## src/hdl/elca_pkg.sv

```systemverilog
// Shared types and constants of the encoder angle core.
package elca_pkg;

  localparam int POS_BITS    = 18;
  localparam int FRAC_BITS   = 11;
  localparam int TBL_AW      = POS_BITS - FRAC_BITS;
  localparam int TBL_DEPTH   = 1 << TBL_AW;
  localparam int TBL_W       = 16;
  localparam int CPR_W       = POS_BITS + 1;
  localparam int DELTA_W     = POS_BITS + 1;
  localparam int ACC_W       = 32;
  localparam int POLE_W      = 7;
  localparam int MOD_DW      = POS_BITS + 2;
  localparam int PROD_W      = TBL_W + FRAC_BITS + 2;
  localparam int CFG_IDX_W   = 2;
  localparam int IN_TDATA_W  = 48;
  localparam int OUT_TDATA_W = 112;
  localparam int QUEUE_DEPTH = 2;

  localparam logic [CPR_W-1:0] CPR_FULL = {1'b1, {POS_BITS{1'b0}}};

  typedef enum logic [CFG_IDX_W-1:0] {
    REG_CPR  = 2'd0,
    REG_REV  = 2'd1,
    REG_ZOFF = 2'd2,
    REG_POLE = 2'd3
  } elca_reg_e;

  typedef enum logic {
    FUNC_SAMPLE = 1'b0,
    FUNC_TBL_WR = 1'b1
  } elca_func_e;

  typedef struct packed {
    logic [CPR_W-1:0]    cpr;
    logic                rev;
    logic [POS_BITS-1:0] zoff;
    logic [POLE_W-1:0]   pole;
  } elca_cfg_t;

  typedef struct packed {
    elca_func_e          func;
    logic [POS_BITS-1:0] raw;
    logic [TBL_AW-1:0]   tidx;
    logic [TBL_W-1:0]    tval;
  } elca_item_t;

  typedef struct packed {
    logic [POS_BITS-1:0] elec;
    logic [POS_BITS-1:0] mech;
    logic [ACC_W-1:0]    acc;
    logic [DELTA_W-1:0]  delta;
    logic [POS_BITS-1:0] count;
  } elca_result_t;

endpackage

```

## src/hdl/elca_ram.sv

```systemverilog
// Generic single-port-write, single-port-read RAM with registered read data.
module elca_ram #(
  parameter int WIDTH = 16,
  parameter int DEPTH = 128
) (
  input  logic                     clk_i,
  input  logic                     we_i,
  input  logic [$clog2(DEPTH)-1:0] waddr_i,
  input  logic [WIDTH-1:0]         wdata_i,
  input  logic [$clog2(DEPTH)-1:0] raddr_i,
  output logic [WIDTH-1:0]         rdata_o
);

  logic [WIDTH-1:0] mem_q [DEPTH];
  logic [WIDTH-1:0] rdata_q;

  always_ff @(posedge clk_i) begin
    if (we_i) begin
      mem_q[waddr_i] <= wdata_i;
    end
    rdata_q <= mem_q[raddr_i];
  end

  assign rdata_o = rdata_q;

endmodule

```

## src/hdl/elca_fifo.sv

```systemverilog
// Short queue of classified items between the front end and the back end.
module elca_fifo #(
  parameter int DEPTH = 2
) (
  input  logic                 clk_i,
  input  logic                 rst_ni,
  input  logic                 push_i,
  input  elca_pkg::elca_item_t item_i,
  output logic                 full_o,
  input  logic                 pop_i,
  output logic                 empty_o,
  output elca_pkg::elca_item_t head_o
);

  localparam int PTR_W = (DEPTH > 1) ? $clog2(DEPTH) : 1;
  localparam int CNT_W = $clog2(DEPTH + 1);

  elca_pkg::elca_item_t mem_q [DEPTH];
  logic [PTR_W-1:0] wptr_q;
  logic [PTR_W-1:0] rptr_q;
  logic [CNT_W-1:0] cnt_q;

  always_ff @(posedge clk_i or negedge rst_ni) begin
    if (!rst_ni) begin
      wptr_q <= '0;
      rptr_q <= '0;
      cnt_q  <= '0;
    end else begin
      if (push_i) begin
        wptr_q <= (wptr_q == PTR_W'(DEPTH - 1)) ? '0 : wptr_q + 1'b1;
      end
      if (pop_i) begin
        rptr_q <= (rptr_q == PTR_W'(DEPTH - 1)) ? '0 : rptr_q + 1'b1;
      end
      if (push_i && !pop_i) begin
        cnt_q <= cnt_q + 1'b1;
      end else if (!push_i && pop_i) begin
        cnt_q <= cnt_q - 1'b1;
      end
    end
  end

  always_ff @(posedge clk_i) begin
    if (push_i) begin
      mem_q[wptr_q] <= item_i;
    end
  end

  assign head_o  = mem_q[rptr_q];
  assign full_o  = (cnt_q == CNT_W'(DEPTH));
  assign empty_o = (cnt_q == '0);

endmodule

```

## src/hdl/elca_front.sv

```systemverilog
// Front end: accepts input transfers, assembles and orients the position, classifies items.
module elca_front (
  input  logic                                s_axis_tvalid_i,
  output logic                                s_axis_tready_o,
  // Fields from bit 0: reply_byte0, reply_byte1, reply_byte2, table_index, table_value.
  input  logic [elca_pkg::IN_TDATA_W-1:0]     s_axis_tdata_i,
  // Fields from bit 0: func.
  input  logic                                s_axis_tuser_i,
  input  elca_pkg::elca_cfg_t                 cfg_i,
  input  logic                                q_full_i,
  output logic                                q_push_o,
  output elca_pkg::elca_item_t                q_item_o
);

  logic [7:0]                    byte0;
  logic [7:0]                    byte1;
  logic [7:0]                    byte2;
  logic [elca_pkg::POS_BITS-1:0] pos;
  logic [elca_pkg::CPR_W-1:0]    flip;

  assign byte0 = s_axis_tdata_i[7:0];
  assign byte1 = s_axis_tdata_i[15:8];
  assign byte2 = s_axis_tdata_i[23:16];
  assign pos   = {byte0, byte1[7:2], byte2[7:4]};
  assign flip  = cfg_i.cpr - {1'b0, pos};

  always_comb begin
    q_item_o.func = elca_pkg::elca_func_e'(s_axis_tuser_i);
    q_item_o.raw  = cfg_i.rev ? flip[elca_pkg::POS_BITS-1:0] : pos;
    q_item_o.tidx = s_axis_tdata_i[30:24];
    q_item_o.tval = s_axis_tdata_i[46:31];
  end

  assign s_axis_tready_o = !q_full_i;
  assign q_push_o        = s_axis_tvalid_i && !q_full_i;

endmodule

```

## src/hdl/elca_mod.sv

```systemverilog
// Bit-serial true modulo unit: signed operand modulo a positive modulus, one bit per cycle.
module elca_mod #(
  parameter int DW = 20,
  parameter int MW = 19
) (
  input  logic          clk_i,
  input  logic          rst_ni,
  input  logic          start_i,
  input  logic [DW-1:0] a_i,
  input  logic [MW-1:0] m_i,
  output logic          done_o,
  output logic [MW-1:0] rem_o
);

  localparam int CNT_W = $clog2(DW + 1);

  logic [DW-1:0]    mag_q;
  logic [MW-1:0]    rem_q;
  logic             neg_q;
  logic [CNT_W-1:0] cnt_q;
  logic             busy_q;
  logic             done_q;
  logic [MW:0]      trial;
  logic [MW:0]      trial_sub;
  logic             fit;

  assign trial     = {rem_q, mag_q[DW-1]};
  assign fit       = (trial >= {1'b0, m_i});
  assign trial_sub = trial - {1'b0, m_i};

  always_ff @(posedge clk_i or negedge rst_ni) begin
    if (!rst_ni) begin
      busy_q <= 1'b0;
      done_q <= 1'b0;
      cnt_q  <= '0;
    end else if (start_i) begin
      busy_q <= 1'b1;
      done_q <= 1'b0;
      cnt_q  <= CNT_W'(DW);
    end else if (busy_q) begin
      if (cnt_q != '0) begin
        cnt_q <= cnt_q - 1'b1;
      end else begin
        busy_q <= 1'b0;
        done_q <= 1'b1;
      end
    end else begin
      done_q <= 1'b0;
    end
  end

  always_ff @(posedge clk_i) begin
    if (start_i) begin
      neg_q <= a_i[DW-1];
      mag_q <= a_i[DW-1] ? (~a_i + 1'b1) : a_i;
      rem_q <= '0;
    end else if (busy_q) begin
      if (cnt_q != '0) begin
        rem_q <= fit ? trial_sub[MW-1:0] : trial[MW-1:0];
        mag_q <= mag_q << 1;
      end else if (neg_q && (rem_q != '0)) begin
        rem_q <= m_i - rem_q;
      end
    end
  end

  assign done_o = done_q;
  assign rem_o  = rem_q;

endmodule

```

## src/hdl/elca_back.sv

```systemverilog
// Back end: table writes, interpolated correction, wrapping, accumulation and angle output.
module elca_back (
  input  logic                   clk_i,
  input  logic                   rst_ni,
  input  elca_pkg::elca_cfg_t    cfg_i,
  input  logic                   q_empty_i,
  input  elca_pkg::elca_item_t   q_head_i,
  output logic                   q_pop_o,
  output logic                   res_valid_o,
  input  logic                   res_ready_i,
  output elca_pkg::elca_result_t res_o
);

  typedef enum logic [7:0] {
    ST_IDLE  = 8'b0000_0001,
    ST_RD_HI = 8'b0000_0010,
    ST_MUL   = 8'b0000_0100,
    ST_SUB   = 8'b0000_1000,
    ST_MOD1  = 8'b0001_0000,
    ST_ACC   = 8'b0010_0000,
    ST_MOD2  = 8'b0100_0000,
    ST_OUT   = 8'b1000_0000
  } elca_state_e;

  elca_state_e state_q;
  elca_state_e state_d;

  logic [elca_pkg::POS_BITS-1:0]        raw_q;
  logic [elca_pkg::TBL_W-1:0]           lo_q;
  logic signed [elca_pkg::PROD_W-1:0]   prod_q;
  logic signed [elca_pkg::PROD_W-1:0]   prod_d;
  logic signed [elca_pkg::TBL_W:0]      diff;
  logic signed [elca_pkg::FRAC_BITS:0]  frac_s;
  logic [elca_pkg::POS_BITS-1:0]        count_q;
  logic [elca_pkg::POS_BITS-1:0]        prev_q;
  logic [elca_pkg::ACC_W-1:0]           acc_q;
  logic [elca_pkg::DELTA_W-1:0]         delta_q;
  logic [elca_pkg::DELTA_W-1:0]         delta_d;
  logic [elca_pkg::MOD_DW-1:0]          corr_val;
  logic [elca_pkg::MOD_DW-1:0]          cali_val;
  logic [elca_pkg::MOD_DW-1:0]          mod_a;
  logic                                 mod_start;
  logic                                 mod_done;
  logic [elca_pkg::CPR_W-1:0]           mod_rem;
  logic [elca_pkg::POS_BITS-1:0]        rem_pos;
  logic [elca_pkg::POLE_W+elca_pkg::POS_BITS-1:0] elec_full;
  logic                                 ram_we;
  logic [elca_pkg::TBL_AW-1:0]          rd_addr;
  logic [elca_pkg::TBL_W-1:0]           rd_data;
  logic                                 res_valid_q;
  elca_pkg::elca_result_t               res_q;
  logic                                 load;

  assign q_pop_o = (state_q == ST_IDLE) && !q_empty_i;
  assign ram_we  = q_pop_o && (q_head_i.func == elca_pkg::FUNC_TBL_WR);
  assign rd_addr = (state_q == ST_RD_HI)
                 ? elca_pkg::TBL_AW'(raw_q[elca_pkg::POS_BITS-1 -: elca_pkg::TBL_AW] + 1'b1)
                 : q_head_i.raw[elca_pkg::POS_BITS-1 -: elca_pkg::TBL_AW];

  elca_ram #(
    .WIDTH (elca_pkg::TBL_W),
    .DEPTH (elca_pkg::TBL_DEPTH)
  ) u_ram (
    .clk_i   (clk_i),
    .we_i    (ram_we),
    .waddr_i (q_head_i.tidx),
    .wdata_i (q_head_i.tval),
    .raddr_i (rd_addr),
    .rdata_o (rd_data)
  );

  assign diff   = $signed({rd_data[elca_pkg::TBL_W-1], rd_data})
                - $signed({lo_q[elca_pkg::TBL_W-1], lo_q});
  assign frac_s = $signed({1'b0, raw_q[elca_pkg::FRAC_BITS-1:0]});
  assign prod_d = diff * frac_s;

  assign corr_val = elca_pkg::MOD_DW'(raw_q)
                  - elca_pkg::MOD_DW'($signed(lo_q))
                  - elca_pkg::MOD_DW'($signed(prod_q[elca_pkg::PROD_W-1:elca_pkg::FRAC_BITS]));
  assign cali_val = elca_pkg::MOD_DW'(count_q) - elca_pkg::MOD_DW'(cfg_i.zoff);

  assign mod_start = (state_q == ST_SUB) || (state_q == ST_ACC);
  assign mod_a     = (state_q == ST_SUB) ? corr_val : cali_val;

  elca_mod #(
    .DW (elca_pkg::MOD_DW),
    .MW (elca_pkg::CPR_W)
  ) u_mod (
    .clk_i   (clk_i),
    .rst_ni  (rst_ni),
    .start_i (mod_start),
    .a_i     (mod_a),
    .m_i     (cfg_i.cpr),
    .done_o  (mod_done),
    .rem_o   (mod_rem)
  );

  assign rem_pos   = mod_rem[elca_pkg::POS_BITS-1:0];
  assign delta_d   = {1'b0, count_q} - {1'b0, prev_q};
  assign elec_full = cfg_i.pole * rem_pos;
  assign load      = (state_q == ST_OUT) && (!res_valid_q || res_ready_i);

  always_comb begin
    state_d = state_q;
    case (state_q)
      ST_IDLE: begin
        if (q_pop_o && (q_head_i.func == elca_pkg::FUNC_SAMPLE)) begin
          state_d = ST_RD_HI;
        end
      end
      ST_RD_HI: state_d = ST_MUL;
      ST_MUL:   state_d = ST_SUB;
      ST_SUB:   state_d = ST_MOD1;
      ST_MOD1: begin
        if (mod_done) begin
          state_d = ST_ACC;
        end
      end
      ST_ACC:   state_d = ST_MOD2;
      ST_MOD2: begin
        if (mod_done) begin
          state_d = ST_OUT;
        end
      end
      ST_OUT: begin
        if (load) begin
          state_d = ST_IDLE;
        end
      end
      default:  state_d = ST_IDLE;
    endcase
  end

  always_ff @(posedge clk_i or negedge rst_ni) begin
    if (!rst_ni) begin
      state_q     <= ST_IDLE;
      prev_q      <= '0;
      acc_q       <= '0;
      res_valid_q <= 1'b0;
    end else begin
      state_q <= state_d;
      if (state_q == ST_ACC) begin
        prev_q <= count_q;
        acc_q  <= acc_q + elca_pkg::ACC_W'($signed(delta_d));
      end
      if (load) begin
        res_valid_q <= 1'b1;
      end else if (res_ready_i) begin
        res_valid_q <= 1'b0;
      end
    end
  end

  always_ff @(posedge clk_i) begin
    if (state_q == ST_IDLE) begin
      raw_q <= q_head_i.raw;
    end
    if (state_q == ST_RD_HI) begin
      lo_q <= rd_data;
    end
    if (state_q == ST_MUL) begin
      prod_q <= prod_d;
    end
    if ((state_q == ST_MOD1) && mod_done) begin
      count_q <= rem_pos;
    end
    if (state_q == ST_ACC) begin
      delta_q <= delta_d;
    end
    if (load) begin
      res_q.count <= count_q;
      res_q.delta <= delta_q;
      res_q.acc   <= acc_q;
      res_q.mech  <= rem_pos;
      res_q.elec  <= elec_full[elca_pkg::POS_BITS-1:0];
    end
  end

  assign res_valid_o = res_valid_q;
  assign res_o       = res_q;

endmodule

```

## src/hdl/encoder_lut_corrected_angle_core.sv

```systemverilog
// Top level of the linearized encoder angle core: config registers, front end, queue, back end.
// The back end takes one sample at a time, its pace set by two passes through the bit-serial
// modulo unit (20 steps each); the queue accepts further transfers while it is not full.
// A table write is performed when its item is popped from the queue.
// Reset: rst_ni sets the config registers to their defaults and clears previous count and
// accumulator; table entries are unset.
module encoder_lut_corrected_angle_core (
  input  logic                               clk_i,
  input  logic                               rst_ni,
  input  logic                               cfg_we_i,
  input  logic [elca_pkg::CFG_IDX_W-1:0]     cfg_idx_i,
  input  logic [elca_pkg::CPR_W-1:0]         cfg_data_i,
  input  logic                               s_axis_tvalid_i,
  output logic                               s_axis_tready_o,
  // Fields from bit 0: reply_byte0, reply_byte1, reply_byte2, table_index, table_value.
  input  logic [elca_pkg::IN_TDATA_W-1:0]    s_axis_tdata_i,
  // Fields from bit 0: func.
  input  logic                               s_axis_tuser_i,
  output logic                               m_axis_tvalid_o,
  input  logic                               m_axis_tready_i,
  // Fields from bit 0: corrected_count, count_delta, accumulated_count, mech_angle,
  // electrical_angle.
  output logic [elca_pkg::OUT_TDATA_W-1:0]   m_axis_tdata_o
);

  logic [elca_pkg::CPR_W-1:0]    cpr_q;
  logic                          rev_q;
  logic [elca_pkg::POS_BITS-1:0] zoff_q;
  logic [elca_pkg::POLE_W-1:0]   pole_q;
  elca_pkg::elca_cfg_t           cfg;
  elca_pkg::elca_item_t          push_item;
  elca_pkg::elca_item_t          head_item;
  elca_pkg::elca_result_t        res;
  logic                          q_push;
  logic                          q_pop;
  logic                          q_full;
  logic                          q_empty;

  always_ff @(posedge clk_i or negedge rst_ni) begin
    if (!rst_ni) begin
      cpr_q  <= elca_pkg::CPR_FULL;
      rev_q  <= 1'b0;
      zoff_q <= '0;
      pole_q <= elca_pkg::POLE_W'(1);
    end else if (cfg_we_i) begin
      case (elca_pkg::elca_reg_e'(cfg_idx_i))
        elca_pkg::REG_CPR:  cpr_q  <= cfg_data_i;
        elca_pkg::REG_REV:  rev_q  <= cfg_data_i[0];
        elca_pkg::REG_ZOFF: zoff_q <= cfg_data_i[elca_pkg::POS_BITS-1:0];
        elca_pkg::REG_POLE: pole_q <= cfg_data_i[elca_pkg::POLE_W-1:0];
        default: ;
      endcase
    end
  end

  always_comb begin
    if (cpr_q == '0) begin
      cfg.cpr = elca_pkg::CPR_W'(1);
    end else if (cpr_q > elca_pkg::CPR_FULL) begin
      cfg.cpr = elca_pkg::CPR_FULL;
    end else begin
      cfg.cpr = cpr_q;
    end
    cfg.rev  = rev_q;
    cfg.zoff = zoff_q;
    cfg.pole = pole_q;
  end

  elca_front u_front (
    .s_axis_tvalid_i (s_axis_tvalid_i),
    .s_axis_tready_o (s_axis_tready_o),
    .s_axis_tdata_i  (s_axis_tdata_i),
    .s_axis_tuser_i  (s_axis_tuser_i),
    .cfg_i           (cfg),
    .q_full_i        (q_full),
    .q_push_o        (q_push),
    .q_item_o        (push_item)
  );

  elca_fifo #(
    .DEPTH (elca_pkg::QUEUE_DEPTH)
  ) u_fifo (
    .clk_i   (clk_i),
    .rst_ni  (rst_ni),
    .push_i  (q_push),
    .item_i  (push_item),
    .full_o  (q_full),
    .pop_i   (q_pop),
    .empty_o (q_empty),
    .head_o  (head_item)
  );

  elca_back u_back (
    .clk_i       (clk_i),
    .rst_ni      (rst_ni),
    .cfg_i       (cfg),
    .q_empty_i   (q_empty),
    .q_head_i    (head_item),
    .q_pop_o     (q_pop),
    .res_valid_o (m_axis_tvalid_o),
    .res_ready_i (m_axis_tready_i),
    .res_o       (res)
  );

  assign m_axis_tdata_o = elca_pkg::OUT_TDATA_W'({res.elec, res.mech, res.acc, res.delta,
                                                   res.count});

endmodule

```

## config.mk

```make
export PLATFORM = sky130hd
export DESIGN_NAME = encoder_lut_corrected_angle_core
export DESIGN_NICKNAME = d
export VERILOG_FILES = /design/src/hdl/elca_pkg.sv /design/src/hdl/elca_ram.sv /design/src/hdl/elca_fifo.sv /design/src/hdl/elca_front.sv /design/src/hdl/elca_mod.sv /design/src/hdl/elca_back.sv /design/src/hdl/encoder_lut_corrected_angle_core.sv
export SDC_FILE = /design/constraint.sdc
export NUM_CORES = 2
export LEC_CHECK = 0
export BUFFER_PORTS_ARGS = -buffer_cell sky130_fd_sc_hd__buf_2
export CAP_MARGIN = 20
export CELL_PAD_IN_SITES_DETAIL_PLACEMENT = 2
export CELL_PAD_IN_SITES_GLOBAL_PLACEMENT = 2
export CORE_ASPECT_RATIO = 0.6
export CORE_MARGIN = 5
export CORE_UTILIZATION = 46
export CTS_CLUSTER_DIAMETER = 60
export DETAILED_ROUTE_END_ITERATION = 10
export PLACE_DENSITY_LB_ADDON = 0.1
export SYNTH_ARGS = -nofsm -noshare
export SYNTH_HDL_FRONTEND = slang
export SYNTH_SLANG_ARGS = --single-unit
```

## constraint.sdc

```tcl
create_clock -name clk_i -period 14.3 [get_ports clk_i]
set_clock_uncertainty 0.15 [all_clocks]
set_input_delay 2.145 -clock clk_i [delete_from_list [all_inputs] [get_ports clk_i]]
set_output_delay 2.145 -clock clk_i [all_outputs]
set_load 0.005 [all_outputs]
```

==> impl_results.md <==
- Clock Latency Late Sink: 930 ps
- Post-CTS sizing: 0
- FF-to-FF Start: u_back.lo_q[1]
- Reg2reg end: u_back.prod_q[28]
- Detail Route Antenna Nets: 0
- Crit Path Max Fanout: 11
- HP Class: flip-flop to flip-flop
- H-tree levels: 4
- Clk pin slew, worst setup/hold paths: 70 ps
- Layout area overhead: 11.4%
- Worst-Margin Slew: 1250 ps
- Post-DP HPWL: 267000 um
- Num CTS Buffers: 243
- Number of global-route vias before repair: 90600
- # DRC: 0
- Worst setup startpoint: u_back.lo_q[1]
- CTS Root Cell: clkbuf_16
- Synth area leaders: edfxtp_1 (61%), nand2_1 (8.1%), nand3_1 (5.6%), fa_1 (4.4%), ha_1 (2.7%)
- Final period demand of the worst path: 9370 ps
- CTS tree: done
- FF/Latch Area: 74100 um2
- Starting DRT DRC Count: 9480
- First-pass GRT wire length: 624000 um
- Top Ports: 189
- Register area share after synthesis: 64.4%
- 1st-pass router iterations: 5
- CP Class: flip-flop to flip-flop
- Status: complete, no violations
- PortBufs: 174
- Die area: 261000 um2
- Number of max-cap violations: 0
- Final slew viol count: 0
- Layout Nets: 10400
- Post-Syn Area: 115000 um2
- WL/cell: 32.0 um
- Total global routing overflow: 0
- Die W: 656 um
- Gr usage total: 32.2%
- Setup bufs post-CTS: 0
- Synth async-reset ratio: 4.61%
- Tcrit/Tclk final: 65.5%
- Cell variety after synth: 86
- FF-to-FF path depth: 32
- RSZ-0062 raised after global routing: no
- Fmax: 107 MHz
- Primary FF master, synth: edfxtp_1
- Post-route setup TNS: 0 ps
- Layout fillers: 24100
- #FFs+latches synth: 2497
- CP arrival: 9860 ps
- Final setup viols: 0
- Critical Path Slowest Stage Cell: o41ai_1
- CTS Hold Bufs: 0
- Worst R2R Setup Slack: 4930 ps
- CTS sink count: 2497
- Yosys warns: 0
- Final Hold Vio Count: 0
- Multi-input gate area: 37600 um2
- Gpl congestion: 0.856
- Die outline height: 397 um
- Vias per inst: 6.21
- CP peak stage delay: 820 ps
- Routed vias: 83200
- Count leader, synth: nand2_1
- CP required: 14790 ps
- Initial antenna violation count: 45
- Number of synthesized flops with an enable pin: 2347
- Leading area contributor after synthesis: edfxtp_1
- Routed WL: 429000 um
- Starting density of the core: 46.2%
- Clk buf depth: 4
- Crit path capture type: flip-flop
- Rel. slew slack: 16.3%
- Largest net degree at the start of global routing: 162
- Hold path startpoint: u_back.u_ram.rdata_o[8]
- Hold worst-path end: u_back.lo_q[8]
- Share of the synthesized area in the top cell type: 61.2%
- CP most frequent cell: fa_1
- Fraction of layout cells with a size suffix above 1: 9.19%
- Core Area: 249000 um2
- Startpoint Class: flip-flop
- Synth Instances: 9715
- Synth cell count leaders: nand2_1 (2474), edfxtp_1 (2347), nand3_1 (1297)
- Row cnt: 142
- Hold Path Depth: 0
- Syn_area_per_cell: 11.8 um2
worst max-delay path by stage:
| stage | end | slack [ps] | cells past startpoint |
|---|---|---|---|
| after detailed placement | u_back.prod_q[28] | 5150 | 32 |
| after CTS | u_back.prod_q[28] | 4990 | 32 |
| after global placement | u_back.prod_q[28] | 5380 | 31 |
| final | u_back.prod_q[28] | 4930 | 32 |
| after global routing | u_back.prod_q[28] | 4510 | 32 |
| after floorplan | u_back.res_o[0] | 6290 | 2 |
area by class of cell:
class	instances	area share (%)
antenna	22	0.0429
clock buffer	300	5.01
clock inverter	142	0.867
inverter	446	1.31
multi-input combinational	6229	29.3
sequential	2497	57.8
tap	3312	3.23
timing repair buffer	452	2.47
worst max-delay path, delay by kind of cell, from the launching register on:
family / cells / cell delay [ps]
AO/OA/AOI/OAI: 11 / 2780
flip-flops: 1 / 470
AND/OR/NAND/NOR: 8 / 1850
buffers and inverters: 5 / 520
adder cells (fa/ha/maj): 7 / 3150
XOR/XNOR: 1 / 130
cells by family after synthesis:
kind of cell | synth area share [%]
AO/OA/AOI/OAI | 5.29
adder cells (fa/ha/maj) | 7.13
other | 0.00326
XOR/XNOR | 1.51
buffers and inverters | 3.36
flip-flops | 64.4
AND/OR/NAND/NOR | 17.3
multiplexers | 0.989
through the flow:
step	util (%)	instances	hold slack, ps	area [um2]	setup slack (ps)
global placement	48.3	12900	253	120000	5380
finish	51.4	13400	246	128000	4930
floorplan	-	9721	250	115000	6290
global route	51.4	13400	262	128000	4510
CTS	51.4	13400	248	128000	4990
detailed placement	48.3	12900	260	121000	5150
state kept, by name, indices dropped and copies added, names as in the netlist, 16 cells and up:
signal,count
u_back.u_mod.mag_q,20
zoff_q,18
u_back.prev_q,18
u_back.delta_q,19
u_back.u_mod.rem_o,19
u_back.u_ram.rdata_o,16
u_back.count_q,18
u_back.u_ram.mem_q,2048
u_back.raw_q,18
u_back.prod_q,18
cpr_q,19
u_back.lo_q,16
u_back.res_o,105
u_fifo.mem_q,84
u_back.acc_q,32
cells in the final DEF (no fill, tap or decap), drive strengths merged, types with 18 or more instances in the layout:
cell type,netlist,final
a211oi,58,58
a21o,42,42
a21oi,150,150
a311o,65,65
a311oi,163,163
a31oi,54,54
and2,83,83
and3,153,153
buf,177,446
clkbuf,372,306
clkinv,2,112
dfrtp,112,112
dfxtp,35,35
diode,0,22
edfxtp,2347,2347
fa,255,255
ha,248,248
inv,444,455
mux2,83,83
mux2i,20,20
nand2,2475,2475
nand2b,36,36
nand3,1297,1297
nand4,26,26
nor2,297,297
nor2b,37,37
nor3,63,63
o211ai,19,19
o21a,27,27
o21ai,174,174
or3,18,18
or4,20,20
xnor2,135,135
xor2,64,64
routing by layer:
layer	global-route usage (%)	vias to the layer above	share of wire, %
li1	-	34800	-
met1	46.1	44100	43
met2	49.9	3639	45
met3	6.63	707	8.8
met4	9.18	12	2.9
met5	0	-	0.018
Power is not shown: default switching activity piles up to over one toggle a cycle in this logic, so the estimate is an artifact.
